$ cat src/rtl/cpe_pkg.sv
// Shared constants, types and Q8.24 arithmetic helpers for the complex
// polynomial evaluator. No dependencies.
`timescale 1ns / 1ps
`default_nettype none

package cpe_pkg;

  localparam int MAX_TERMS = 64;
  localparam int ADDR_W    = (MAX_TERMS > 1) ? $clog2(MAX_TERMS) : 1;
  localparam int LEN_W     = $clog2(MAX_TERMS + 1);
  localparam int IDX_W     = 8;
  localparam int TC_W      = 7;
  localparam int DATA_W    = 32;
  localparam int FRAC_W    = 24;
  localparam int PROD_W    = 2 * DATA_W - FRAC_W;
  localparam int SUM_W     = PROD_W + 1;
  localparam int ENTRY_W   = 2 * DATA_W;
  localparam int CMP_W     = (LEN_W > IDX_W) ? ((LEN_W > TC_W) ? LEN_W : TC_W)
                                             : ((IDX_W > TC_W) ? IDX_W : TC_W);

  // front-to-back command queue
  localparam int QUEUE_DEPTH = 2;
  localparam int QPTR_W      = (QUEUE_DEPTH > 1) ? $clog2(QUEUE_DEPTH) : 1;
  localparam int QCNT_W      = $clog2(QUEUE_DEPTH + 1);

  localparam logic [TC_W-1:0]          TERM_COUNT_RESET = TC_W'(64);
  localparam logic signed [DATA_W-1:0] ONE_Q   = DATA_W'(64'(1) << FRAC_W);
  localparam logic signed [DATA_W-1:0] SAT_MAX = {1'b0, {(DATA_W-1){1'b1}}};
  localparam logic signed [DATA_W-1:0] SAT_MIN = {1'b1, {(DATA_W-1){1'b0}}};

  typedef enum logic [1:0] {
    CMD_SET  = 2'd0,
    CMD_ADD  = 2'd1,
    CMD_READ = 2'd2,
    CMD_EVAL = 2'd3
  } cmd_t;

  typedef enum logic [1:0] {
    ST_OK    = 2'd0,
    ST_RANGE = 2'd1,
    ST_SAT   = 2'd2
  } status_t;

  // One classified command as it sits in the queue
  typedef struct packed {
    cmd_t                      cmd;
    logic                      in_range;  // index below length; length non-zero for eval
    logic [ADDR_W-1:0]         addr;
    logic [LEN_W-1:0]          len;
    logic signed [DATA_W-1:0]  val_re;
    logic signed [DATA_W-1:0]  val_im;
  } job_t;

  function automatic logic [LEN_W-1:0] eff_len(input logic [TC_W-1:0] tc);
    logic [CMP_W-1:0] t;
    logic [CMP_W-1:0] m;
    t = CMP_W'(tc);
    m = CMP_W'(MAX_TERMS);
    return (t < m) ? LEN_W'(t) : LEN_W'(m);
  endfunction

  function automatic logic idx_below(input logic [IDX_W-1:0] idx,
                                     input logic [LEN_W-1:0] len);
    return CMP_W'(idx) < CMP_W'(len);
  endfunction

  // Q8.24 product, floor of the exact product
  function automatic logic signed [PROD_W-1:0] qmul(input logic signed [DATA_W-1:0] a,
                                                    input logic signed [DATA_W-1:0] b);
    logic signed [2*DATA_W-1:0] p;
    p = a * b;
    return p[2*DATA_W-1:FRAC_W];
  endfunction

  function automatic logic sat_ovf(input logic signed [SUM_W-1:0] v);
    return v[SUM_W-1:DATA_W-1] != {(SUM_W-DATA_W+1){v[DATA_W-1]}};
  endfunction

  function automatic logic signed [DATA_W-1:0] sat_val(input logic signed [SUM_W-1:0] v);
    if (sat_ovf(v)) begin
      return v[SUM_W-1] ? SAT_MIN : SAT_MAX;
    end
    return v[DATA_W-1:0];
  endfunction

endpackage

`default_nettype wire

$ cat src/rtl/cpe_front.sv
// Front end: accepts commands, classifies them against the current length and
// holds them in a two-entry queue for the back end. Uses cpe_pkg.
`timescale 1ns / 1ps
`default_nettype none

module cpe_front
  import cpe_pkg::*;
(
  input  wire logic                     clk,
  input  wire logic                     rst_n,
  input  wire logic [TC_W-1:0]          term_count,
  input  wire logic                     in_valid,
  output logic                          in_stall,
  input  wire logic [1:0]               in_command,
  input  wire logic [IDX_W-1:0]         in_term_index,
  input  wire logic signed [DATA_W-1:0] in_value_real,
  input  wire logic signed [DATA_W-1:0] in_value_imag,
  output logic                          job_valid,
  output job_t                          job,
  input  wire logic                     job_pop
);

  job_t              q_r [QUEUE_DEPTH];
  logic [QPTR_W-1:0] wr_ptr_r;
  logic [QPTR_W-1:0] rd_ptr_r;
  logic [QCNT_W-1:0] count_r;
  logic              push;
  job_t              cls;
  logic [LEN_W-1:0]  len;

  assign len = eff_len(term_count);

  always_comb begin
    cls.cmd    = cmd_t'(in_command);
    cls.addr   = in_term_index[ADDR_W-1:0];
    cls.len    = len;
    cls.val_re = in_value_real;
    cls.val_im = in_value_imag;
    if (cls.cmd == CMD_EVAL) begin
      cls.in_range = (len != '0);
    end else begin
      cls.in_range = idx_below(in_term_index, len);
    end
  end

  assign in_stall  = (count_r == QCNT_W'(QUEUE_DEPTH));
  assign push      = in_valid && !in_stall;
  assign job_valid = (count_r != '0);
  assign job       = q_r[rd_ptr_r];

  always_ff @(posedge clk) begin
    if (!rst_n) begin
      wr_ptr_r <= '0;
      rd_ptr_r <= '0;
      count_r  <= '0;
    end else begin
      if (push) begin
        q_r[wr_ptr_r] <= cls;
        wr_ptr_r      <= (wr_ptr_r == QPTR_W'(QUEUE_DEPTH - 1)) ? '0
                                                                : wr_ptr_r + QPTR_W'(1);
      end
      if (job_pop) begin
        rd_ptr_r <= (rd_ptr_r == QPTR_W'(QUEUE_DEPTH - 1)) ? '0
                                                           : rd_ptr_r + QPTR_W'(1);
      end
      if (push && !job_pop) begin
        count_r <= count_r + QCNT_W'(1);
      end else if (!push && job_pop) begin
        count_r <= count_r - QCNT_W'(1);
      end
    end
  end

endmodule

`default_nettype wire

$ cat config.mk
export PLATFORM = sky130hd
export DESIGN_NAME = cpe_front
export DESIGN_NICKNAME = d
export VERILOG_FILES = /design/src/rtl/cpe_pkg.sv /design/src/rtl/cpe_front.sv
export SDC_FILE = /design/constraint.sdc
export NUM_CORES = 1
export LEC_CHECK = 0
export ABC_AREA = 1
export CAP_MARGIN = 40
export CORE_MARGIN = 3
export CORE_UTILIZATION = 66
export DETAILED_ROUTE_END_ITERATION = 12
export DONT_BUFFER_PORTS = 1
export GPL_ROUTABILITY_DRIVEN = 0
export MAX_ROUTING_LAYER = met4
export PLACE_DENSITY = 0.8
export SYNTH_ARGS = -nofsm -noshare
export SYNTH_HDL_FRONTEND = slang
export SYNTH_SLANG_ARGS = --single-unit
$ cat constraint.sdc
create_clock -name clk -period 15.99 [get_ports clk]
set_clock_uncertainty 0.15 [all_clocks]
set_input_delay 3.198 -clock clk [delete_from_list [all_inputs] [get_ports clk]]
set_output_delay 3.198 -clock clk [all_outputs]
set_load 0.01 [all_outputs]
== Word level (Yosys, flattened, before mapping) ==
Memories as Yosys holds them, arrays and structs flattened. A register that Yosys moved wholly into a read port is not among the register bits.
Cells that the tools add are included.

* Bits in registers: 4
* Bits in writable memories: 160
* Memories: 1

{| class="wikitable"
|+ Memory list
! name !! words !! width !! read ports !! clocked after memory_dff !! write ports !! RTL line !! text
|-
| q_r || 2 || 80 || 1 || 1 || 1 || cpe_front.sv:23 || <nowiki>job_t q_r [QUEUE_DEPTH];</nowiki>
|}

* Add/sub/neg operators: 4
* Order comparisons: 2
* Eq/ne operators: 2
* Multiplexer cells: 11
* Reductions and logical operators: 9

{| class="wikitable"
|+ Operators with widths
! cell !! count
|-
| $lt 8x7->1 || 1
|-
| $mux 1 || 8
|-
| $lt 7x7->1 const B || 1
|-
| $mux 7 || 1
|-
| $reduce_bool 7->1 || 1
|-
| $eq 2x2->1 const B || 2
|-
| $mux 2 || 2
|-
| $reduce_bool 2->1 || 2
|-
| $logic_and 1x1->1 || 3
|-
| $logic_not 1->1 || 3
|-
| $add 1x1->1 const B || 2
|-
| $add 2x1->2 const B || 1
|-
| $sub 2x1->2 const B || 1
|}

== Logic depth before layout (Yosys ltp) ==
Gate-level depths: netlist of the first run.

* Depth in word-level cells: 7
* Gate-level depth with buffers: 11
* Mapped depth without buffers: 11

== Worst setup path after synthesis of the first run ==
No wires, ideal clock.

* Path kind: input to register
* From: input in_valid
* To: memory q_r[1][0] (netlist bit) (enable)
* Setup time: 617 ps
* Arrival time: 8749 ps
* Slack: 6474 ps
* Cell stages on the path: 2
* Cell sequence: o21ai_0 > nor3_1

* Cells in the longest elaborated chain, start to end: 4

{| class="wikitable"
|+ RTL lines
! item !! RTL line !! text
|-
| from (decl) || cpe_front.sv:12 || <nowiki>input wire logic in_valid,</nowiki>
|-
| $logic_and 1x1->1 || cpe_front.sv:47 || <nowiki>assign push = in_valid && !in_stall;</nowiki>
|-
| $mux 1 || cpe_front.sv:57 || <nowiki>if (push) begin</nowiki>
|-
| $mux 1 || cpe_front.sv:52 || <nowiki>if (!rst_n) begin</nowiki>
|-
| $mux 1 (implied by the code) || cpe_front.sv:58 || <nowiki>q_r[wr_ptr_r] <= cls;</nowiki>
|-
| to (decl) || cpe_front.sv:23 ||
|}

No other way between the ends.

==> flow_metrics.env, run 1 <==
export IMPL_rsz0062_at_grt="false"
export IMPL_critPathMaxFanout=44
export IMPL_wirelength_mm=10.26
export IMPL_grt_start_max_net_pins=63
export IMPL_clkSlewWorstSetupHoldPaths_ns=0.07
export IMPL_status="completed"
export IMPL_grt_pass1_vias=2887
export IMPL_vias=2771
export IMPL_clock_latency_ns=0.51
export IMPL_p_leak_uw=0.002610
export IMPL_postCtsSetupBuffers=0
export IMPL_period_share=0.3669
export IMPL_critical_path_class="flip-flop to primary output"
export IMPL_viasPerCell=5.690
export IMPL_critPathRequiredTime_ns=12.64
export IMPL_nFillCells=588
export IMPL_drive_gt1_frac=0.3220
export IMPL_final_core_util=0.7391
export IMPL_die_x_um=106.4
export IMPL_hp_class="flip-flop to flip-flop"
export IMPL_layout_nets=434
export IMPL_grt_pass1_wl_mm=15.76
export IMPL_synth_area_leaders="edfxtp_1, mux2_4, buf_12"
export IMPL_slowest_delay_ns=0.89
export IMPL_power_per_cell_area_nw_per_um2=130.6
export IMPL_rows=36
export IMPL_grt_overflow_total=0
export IMPL_die_area_um2=11320
export IMPL_drt_drc_violations_left=0
export IMPL_fin_cells=487
export IMPL_syn_inst=328
export IMPL_antenna_found_initial=0
export IMPL_yosys_area_top_type_share=0.7225
export IMPL_crit_path_top_delay_cell="dfxtp_4"
export IMPL_maxCapViolCount=0
export IMPL_root_buffer="clkbuf_8"
export IMPL_cp_end_kind="primary output"
export IMPL_synth_nets=420
export IMPL_cts_hold_buf=0
export IMPL_place_ws_ns=10.45
export IMPL_setup_tns_final_ns=0
export IMPL_min_period_ns=5.867
export IMPL_grtUsageMet1=0.2178
export IMPL_start_util=0.6804
export IMPL_setup_violations=0
export IMPL_ys_seq_elements=165
export IMPL_diodes=0
export IMPL_cp_cell_sequence="buf_4 -> mux2_4"
export IMPL_ys_types=18
export IMPL_cts_tree="built"
export IMPL_synth_warnings=0
export IMPL_relSlewSlack=0.4200
export IMPL_die_h_um=106.4
export IMPL_hold_viol_final=0
export IMPL_cts_resized=0
export IMPL_grt_total_usage=0.1962
export IMPL_areaGrowthSynthToFinish_pct=8.636
export IMPL_met3_usage=0.08804
export IMPL_final_cell_mix="edfxtp_1, mux2_4, inv_1"
export IMPL_synth_top_area_cell="edfxtp_1"
export IMPL_power_uw=943.7
export IMPL_htreeDepth=4
export IMPL_seq_area_frac_synth=0.7375
export IMPL_vdd_drop_max_mv=0.06887
export IMPL_core_area_um2=9774
export IMPL_clockBufferDepth=2
export IMPL_routedWlPerCell_um=21.07
export IMPL_drtAntennaViolNets=0
export IMPL_start_kind="flip-flop"
export IMPL_numPortBuffers=0
export IMPL_syn_area_um2=6650
export IMPL_cts_sinks=165
export IMPL_tightest_slew_ns=0.8679
export IMPL_numCtsBuffers=17
export IMPL_final_common_cell="edfxtp_1"
export IMPL_dpl_hpwl_mm=6.653
export IMPL_setup_slack_ns=10.12
export IMPL_arrival_ns=2.52
export IMPL_drt_iter0_markers=162
export IMPL_ios=167
export IMPL_dp_cells=456
export IMPL_report_final_slew_viol_count=0
export IMPL_fmax_mhz=170.4
export IMPL_gr_usage_met2=0.3090
export IMPL_syn_area_per_cell_um2=20.27
export IMPL_dr_pass1_iters=4
export IMPL_busiest_layer="met2"
## power breakdown
group | internal, uW | switching (uW) | leakage, uW
Clock | 203 | 147 | 0.000233
Combinational | 39.6 | 44.1 | 0.000868
Sequential | 499 | 11.2 | 0.00151
Total | 741 | 202 | 0.00261
## cell families (layout without fill, tap and decap cells)
group,after synthesis,after routing,synth area share
buffers and inverters,32,58,0.03876
muxes,80,80,0.1806
xor gates and xnor gates,1,1,0.001317
AOI/OAI and AO/OA,11,11,0.008278
adders and majority gates,7,7,0.01317
DFF,165,165,0.7375
and+or+nand+nor,32,32,0.02032
## metrics by stage
step	hold slack, ns	area [um^2]
final	0.3483	7224
after global routing	0.3846	7224
after CTS	0.3578	7224
after detailed placement	0.3482	6711
after global placement	0.3094	6684
after floorplan	0.2953	6650
## cell type report
class / instances / area [um^2] / area share
Multi-Input combinational cell: 131 / 1500 / 0.2077
Inverter: 23 / 86.33 / 0.01195
Timing Repair Buffer: 4 / 50.05 / 0.006928
Tap cell: 133 / 166.4 / 0.02303
Sequential cell: 165 / 4908 / 0.6794
Clock buffer: 20 / 425.4 / 0.05888
Clock inverter: 11 / 87.58 / 0.01212
## critical path, delay by kind of cell, from the launching register on
kind | cells | cell delay [ns]
buffers and inverters | 1 | 0.69
flip-flops | 1 | 0.89
multiplexers | 1 | 0.38
## registers in the layout (all words and copies together), names as in the netlist, named ones only
| name | cells |
|---|---|
| count_r | 2 |
| q_r | 160 |
| rd_ptr_r | 1 |
| wr_ptr_r | 1 |
## routing by layer
layer  share of wire  vias up  routed length, um
li1                -     1265                  -
met4           0.016        0                167
met3           0.098       19               1008
met2            0.52      109               5329
met5               0        -                  0
met1            0.37     1378               3756
## Yosys cell counts
| cell type | instances |
|---|---|
| edfxtp_1 | 160 |
| mux2_4 | 80 |
| inv_1 | 22 |
| nand2_1 | 14 |
| nor2_1 | 12 |
| buf_12 | 8 |
| ha_1 | 7 |
| a21oi_1 | 6 |
| dfxtp_1 | 5 |
| o21ai_0 | 5 |
| nor3_1 | 2 |
| buf_6 | 1 |
| inv_2 | 1 |
| nand3_1 | 1 |
| nand3_2 | 1 |
| nand4_1 | 1 |
| or2_2 | 1 |
| xnor2_1 | 1 |
## worst paths after layout
kind | startpoint | to | slack (ns) | depth (start not counted)
worst min-delay path | wr_ptr_r | wr_ptr_r | 0.35 | 2
worst min register to register | wr_ptr_r | wr_ptr_r | 0.35 | 2
worst max register to register | count_r[1] | q_r[0][10] | 13.26 | 6
worst max-delay path | flip-flop | job[28] | 10.12 | 2
Note: power is estimated with default switching activity, not from simulation.
==> run 2, diff against run 1 <==
--- a/config.mk
+++ b/config.mk
@@ -5,15 +5,15 @@
 export SDC_FILE = /design/constraint.sdc
 export NUM_CORES = 1
 export LEC_CHECK = 0
-export ABC_AREA = 1
+export ABC_AREA = 0
 export CAP_MARGIN = 40
 export CORE_MARGIN = 3
-export CORE_UTILIZATION = 66
+export CORE_UTILIZATION = 56
 export DETAILED_ROUTE_END_ITERATION = 12
 export DONT_BUFFER_PORTS = 1
 export GPL_ROUTABILITY_DRIVEN = 0
 export MAX_ROUTING_LAYER = met4
-export PLACE_DENSITY = 0.8
+export PLACE_DENSITY = 0.72
 export SYNTH_ARGS = -nofsm -noshare
 export SYNTH_HDL_FRONTEND = slang
 export SYNTH_SLANG_ARGS = --single-unit
==> constraint.sdc (replaced) <==
create_clock -name clk -period 4.7 [get_ports clk]
set_clock_uncertainty 0.15 [all_clocks]
set_input_delay 0.94 -clock clk [delete_from_list [all_inputs] [get_ports clk]]
set_output_delay 0.94 -clock clk [all_outputs]
set_load 0.01 [all_outputs]
==> flow_metrics.env, run 2 <==
export IMPL_period_share=0.6495
export IMPL_slowest_delay_ns=0.71
export IMPL_dpl_hpwl_mm=6.868
export IMPL_clockBufferDepth=2
export IMPL_hold_path_depth=2
export IMPL_synth_area_leaders="edfxtp_1, mux2_2, dfxtp_1"
export IMPL_seqPwrFrac=0.528
export IMPL_drt_iter0_markers=114
export IMPL_pwr_share_clk=0.390
export IMPL_gr_usage_met2=0.2864
export IMPL_grt_pass1_vias=2905
export IMPL_busiest_layer="met2"
export IMPL_hp_class="flip-flop to flip-flop"
export IMPL_synth_ff_type="edfxtp_1"
export IMPL_rsz0062_at_grt="false"
export IMPL_status="completed"
export IMPL_hold_viol_final=0
export IMPL_nFillCells=688
export IMPL_switching_share=0.2094
export IMPL_cts_resized=0
export IMPL_ys_types=23
export IMPL_cp_cell_sequence="buf_12 -> mux2_2"
export IMPL_synth_nets=398
export IMPL_holdWs_ns=0.3538
export IMPL_drtAntennaViolNets=0
export IMPL_min_period_ns=3.052
export IMPL_syn_inst=306
export IMPL_die_area_um2=12340
export IMPL_tightest_slew_ns=0.5622
export IMPL_start_kind="flip-flop"
export IMPL_cts_tree="built"
export IMPL_final_common_cell="edfxtp_1"
export IMPL_regMostFlops="q_r"
export IMPL_synth_async_reset_ratio=0
export IMPL_yosysMostFrequentCell="edfxtp_1"
export IMPL_internal_power_uw=2618
export IMPL_cp_end_kind="primary output"
export IMPL_p_sw_uw=693.3
export IMPL_ys_seq_elements=165
export IMPL_numPortBuffers=0
export IMPL_crit_path_top_delay_cell="dfxtp_4"
export IMPL_htreeDepth=4
export IMPL_relSlewSlack=0.6252
export IMPL_synth_warnings=0
export IMPL_drt_drc_violations_left=0
export IMPL_critical_path_class="flip-flop to primary output"
export IMPL_seq_area_frac_synth=0.7932
export IMPL_met3_usage=0.08788
export IMPL_die_h_um=111.1
export IMPL_power_per_cell_area_nw_per_um2=475.5
export IMPL_wirelength_mm=10.13
export IMPL_core_area_um2=10510
export IMPL_reg_largest_list="q_r (160), count_r (2)"
export IMPL_grt_start_max_net_pins=47
export IMPL_maxCapViolCount=0
export IMPL_p_comb_frac=0.081
export IMPL_synth_common_cells="edfxtp_1, mux2_2, buf_2, inv_1"
export IMPL_p_leak_uw=0.002297
export IMPL_antenna_found_initial=0
export IMPL_setup_tns_final_ns=0
export IMPL_grt_pass1_wl_mm=15.58
export IMPL_cts_sinks=165
export IMPL_layout_nets=413
export IMPL_r2r_cells=4
export IMPL_die_x_um=111.1
export IMPL_rows=37
export IMPL_drive_gt1_frac=0.3494
export IMPL_cts_hold_buf=0
export IMPL_root_buffer="clkbuf_8"
export IMPL_yosys_area_top_type_share=0.7770
export IMPL_vias=2688
export IMPL_final_core_util=0.6627
export IMPL_critPathMaxFanout=41
export IMPL_areaGrowthSynthToFinish_pct=12.63
export IMPL_arrival_ns=1.96
export IMPL_setup_violations=0
export IMPL_routedWlPerCell_um=21.65
export IMPL_grt_total_usage=0.1728
export IMPL_report_final_slew_viol_count=0
export IMPL_fmax_mhz=327.6
export IMPL_largest_reg_flops=160
export IMPL_viasPerCell=5.744
export IMPL_numCtsBuffers=17
export IMPL_clock_latency_ns=0.51
export IMPL_synth_top_area_cell="edfxtp_1"
export IMPL_syn_area_um2=6183
export IMPL_syn_area_per_cell_um2=20.21
export IMPL_dr_pass1_iters=4
export IMPL_grtUsageMet1=0.1755
export IMPL_postCtsSetupBuffers=0
export IMPL_ios=167
export IMPL_clkSlewWorstSetupHoldPaths_ns=0.06
export IMPL_critPathRequiredTime_ns=3.61
export IMPL_grt_overflow_total=0
export IMPL_synth_edf_count=160
export IMPL_final_cell_mix="edfxtp_1, mux2_2, clkbuf_16"
export IMPL_diodes=0
export IMPL_start_util=0.5884
export IMPL_vdd_drop_max_mv=0.1979
[run 2: cell types whose count changed after synthesis, moves of 7 or more]
cell / change
buf_12: -8
buf_2: +9
inv_1: -13
mux2_2: +80
mux2_4: -80
nand2_1: -7
nor2_1: -8
[run 2: area by class of cell]
cell class | instances | area, um^2 | area share
flip-flops and latches | 165 | 4908 | 0.7048
multi-input cells | 123 | 1220 | 0.1752
clock buffers | 18 | 417.9 | 0.06001
well taps | 136 | 170.2 | 0.02443
clock inverters | 12 | 138.9 | 0.01994
repair buffers | 5 | 75.07 | 0.01078
inverters | 9 | 33.78 | 0.004851
[run 2: worst max-delay path: cells and delay by family (launching register included)]
| family | cells | cell delay (ns) |
|---|---|---|
| mux | 1 | 0.42 |
| flops | 1 | 0.71 |
| buf+inv | 1 | 0.30 |
[run 2: kinds of logic after synthesis]
group | share of synthesized area
AO/OA/AOI/OAI | 0.01254
XOR/XNOR | 0.004250
adder cells (fa/ha/maj) | 0.01416
buffers and inverters | 0.01275
flip-flops | 0.7932
multiplexers | 0.1457
AND/OR/NAND/NOR | 0.01740
[run 2: final timing paths]
path / from / end / slack [ns]
worst max register to register: count_r[1] / q_r[1][34] / 2.64
worst min register to register: count_r[1] / count_r[1] / 0.35
worst min-delay path: count_r[1] / count_r[1] / 0.35
worst max-delay path: flip-flop / job[4] / 1.65
[run 2: power groups by stage]
| stage | sequential (uW) | combinational (uW) | clock (uW) |
|---|---|---|---|
| after CTS | 1750 | 276 | 1320 |
| final | 1750 | 269 | 1290 |
| after global placement | 1790 | 254 | 0 |
| after global routing | 1760 | 291 | 1390 |
| after floorplan | 1770 | 228 | 0 |
| after detailed placement | 1780 | 275 | 0 |
[run 2: stage by stage]
stage	power, uW	worst slack [ns]	instances	cell area, um^2
after floorplan	1995	0.4507	306	6198
after global placement	2043	2.016	436	6367
after detailed placement	2057	2.123	438	6407
after CTS	3351	1.604	468	6964
after global routing	3438	1.538	468	6964
final	3311	1.648	468	6964
[run 2: routing by layer]
metal	wire length, um	up-vias	part of all wire
li1	-	1225	-
met4	162	0	0.016
met1	3671	1332	0.36
met3	968	16	0.096
met5	0	-	0
met2	5328	115	0.53
==> run 3, diff against run 2 <==
--- a/config.mk
+++ b/config.mk
@@ -5,15 +5,15 @@
 export SDC_FILE = /design/constraint.sdc
 export NUM_CORES = 1
 export LEC_CHECK = 0
-export ABC_AREA = 0
+export ABC_AREA = 1
 export CAP_MARGIN = 40
 export CORE_MARGIN = 3
-export CORE_UTILIZATION = 56
+export CORE_UTILIZATION = 63
 export DETAILED_ROUTE_END_ITERATION = 12
 export DONT_BUFFER_PORTS = 1
 export GPL_ROUTABILITY_DRIVEN = 0
 export MAX_ROUTING_LAYER = met4
-export PLACE_DENSITY = 0.72
+export PLACE_DENSITY = 0.77
 export SYNTH_ARGS = -nofsm -noshare
 export SYNTH_HDL_FRONTEND = slang
 export SYNTH_SLANG_ARGS = --single-unit
==> constraint.sdc (replaced) <==
create_clock -name clk -period 3.1 [get_ports clk]
set_clock_uncertainty 0.15 [all_clocks]
set_input_delay 0.62 -clock clk [delete_from_list [all_inputs] [get_ports clk]]
set_output_delay 0.62 -clock clk [all_outputs]
set_load 0.01 [all_outputs]
==> flow_metrics.env, run 3 (synthesis results as in run 1) <==
export IMPL_drt_drc_violations_left=0
export IMPL_antenna_found_initial=0
export IMPL_period_share=0.8718
export IMPL_rsz0062_at_grt="false"
export IMPL_hp_class="primary input to flip-flop"
export IMPL_areaGrowthSynthToFinish_pct=9.558
export IMPL_tightest_slew_ns=0.6119
export IMPL_cp_end_kind="primary output"
export IMPL_critPathRequiredTime_ns=2.33
export IMPL_cts_sinks=165
export IMPL_clock_latency_ns=0.51
export IMPL_drt_iter0_markers=136
export IMPL_status="completed"
export IMPL_largest_reg_flops=160
export IMPL_vias=2776
export IMPL_critPathMaxFanout=31
export IMPL_wirelength_mm=10.75
export IMPL_grt_pass1_vias=2853
export IMPL_cts_resized=0
export IMPL_grt_pass1_wl_mm=15.90
export IMPL_drive_gt1_frac=0.3473
export IMPL_arrival_ns=1.93
export IMPL_dr_pass1_iters=4
export IMPL_fmax_mhz=370.0
export IMPL_grt_total_usage=0.1936
export IMPL_hold_viol_final=0
export IMPL_setup_slack_ns=0.3974
export IMPL_r2r_setup_slack_ns=1.23
export IMPL_critical_path_class="flip-flop to primary output"
export IMPL_relSlewSlack=0.5920
export IMPL_place_ws_ns=0.9185
export IMPL_numPortBuffers=0
export IMPL_report_final_slew_viol_count=0
export IMPL_die_h_um=108.7
export IMPL_clockBufferDepth=2
export IMPL_layout_nets=436
export IMPL_postCtsSetupBuffers=0
export IMPL_final_core_util=0.7286
export IMPL_internal_power_uw=3852
export IMPL_viasPerCell=5.665
export IMPL_p_comb_frac=0.091
export IMPL_final_cell_mix="edfxtp_1, mux2_4, inv_1"
export IMPL_switching_share=0.2241
export IMPL_start_util=0.6650
export IMPL_grt_overflow_total=0
export IMPL_pwr_share_clk=0.381
export IMPL_die_x_um=108.7
export IMPL_die_area_um2=11820
export IMPL_dpl_hpwl_mm=7.118
export IMPL_root_buffer="clkbuf_8"
export IMPL_p_sw_uw=1113
export IMPL_cts_hold_buf=0
export IMPL_power_per_cell_area_nw_per_um2=681.3
export IMPL_routedWlPerCell_um=21.93
export IMPL_core_area_um2=10000
export IMPL_start_kind="flip-flop"
export IMPL_regMostFlops="q_r"
export IMPL_seqPwrFrac=0.528
export IMPL_rows=36
export IMPL_grt_start_max_net_pins=46
export IMPL_numCtsBuffers=17
export IMPL_min_period_ns=2.703
export IMPL_htreeDepth=4
export IMPL_p_leak_uw=0.002660
export IMPL_clkSlewWorstSetupHoldPaths_ns=0.06
export IMPL_cts_tree="built"
export IMPL_drtAntennaViolNets=0
export IMPL_maxCapViolCount=0
export IMPL_reg_largest_list="q_r (160), count_r (2)"
export IMPL_stdcell_area_um2=7286
export IMPL_placed_cell_area_um2=6741
export IMPL_final_common_cell="edfxtp_1"
export IMPL_diodes=0
export IMPL_setup_violations=0
export IMPL_ios=167
export IMPL_vdd_drop_max_mv=0.3735
## run 3: final cells by class
class,count,area [um^2]
clock inverters,15,130.1
well taps,133,166.4
repair buffers,6,70.07
flip-flops and latches,165,4908
inverters,23,86.33
fillers,619,2714
clock buffers,17,414.1
multi-input cells,131,1510
## run 3: metrics by stage
stage / TNS [ns] / total power, uW / hold WS [ns] / cells
finish: 0 / 4964 / 0.04641 / 490
global route: 0 / 5153 / 0.01581 / 490
CTS: 0 / 5021 / 0.02102 / 490
detailed placement: 0 / 3129 / 0.3079 / 458
global placement: 0 / 3110 / 0.3014 / 458
floorplan: -13.02 / 3078 / 0.2944 / 328
## run 3: worst max-delay path: stages (launching register included)
cell and delay [ns]:
dfxtp_4 0.70, buf_12 0.31, mux2_4 0.36
## run 3: path summary, 6_finish.rpt
path                                       start         end  depth (start not counted)
worst min register to register          wr_ptr_r    wr_ptr_r                          2
worst min-delay path            in_value_imag[3]   q_r[1][3]                          0
worst max register to register        count_r[1]  q_r[0][33]                          6
worst max-delay path                   flip-flop     job[23]                          2
## run 3: power by group through the flow
stage          clock, uW  combinational, uW  sequential [uW]
6_report            1890                454             2620
5_1_grt             2030                488             2630
3_3_place_gp           0                448             2660
3_5_place_dp           0                459             2670
2_1_floorplan          0                435             2640
4_1_cts             1940                463             2620
## run 3: metal layers
metal  GRT usage  share of wire  vias to the layer above
li1            -              -                     1275
met1      0.2131           0.35                     1368
met2      0.3107           0.53                      115
met3     0.08644          0.099                       18
met4     0.07574          0.021                        0
met5           -              0                        -
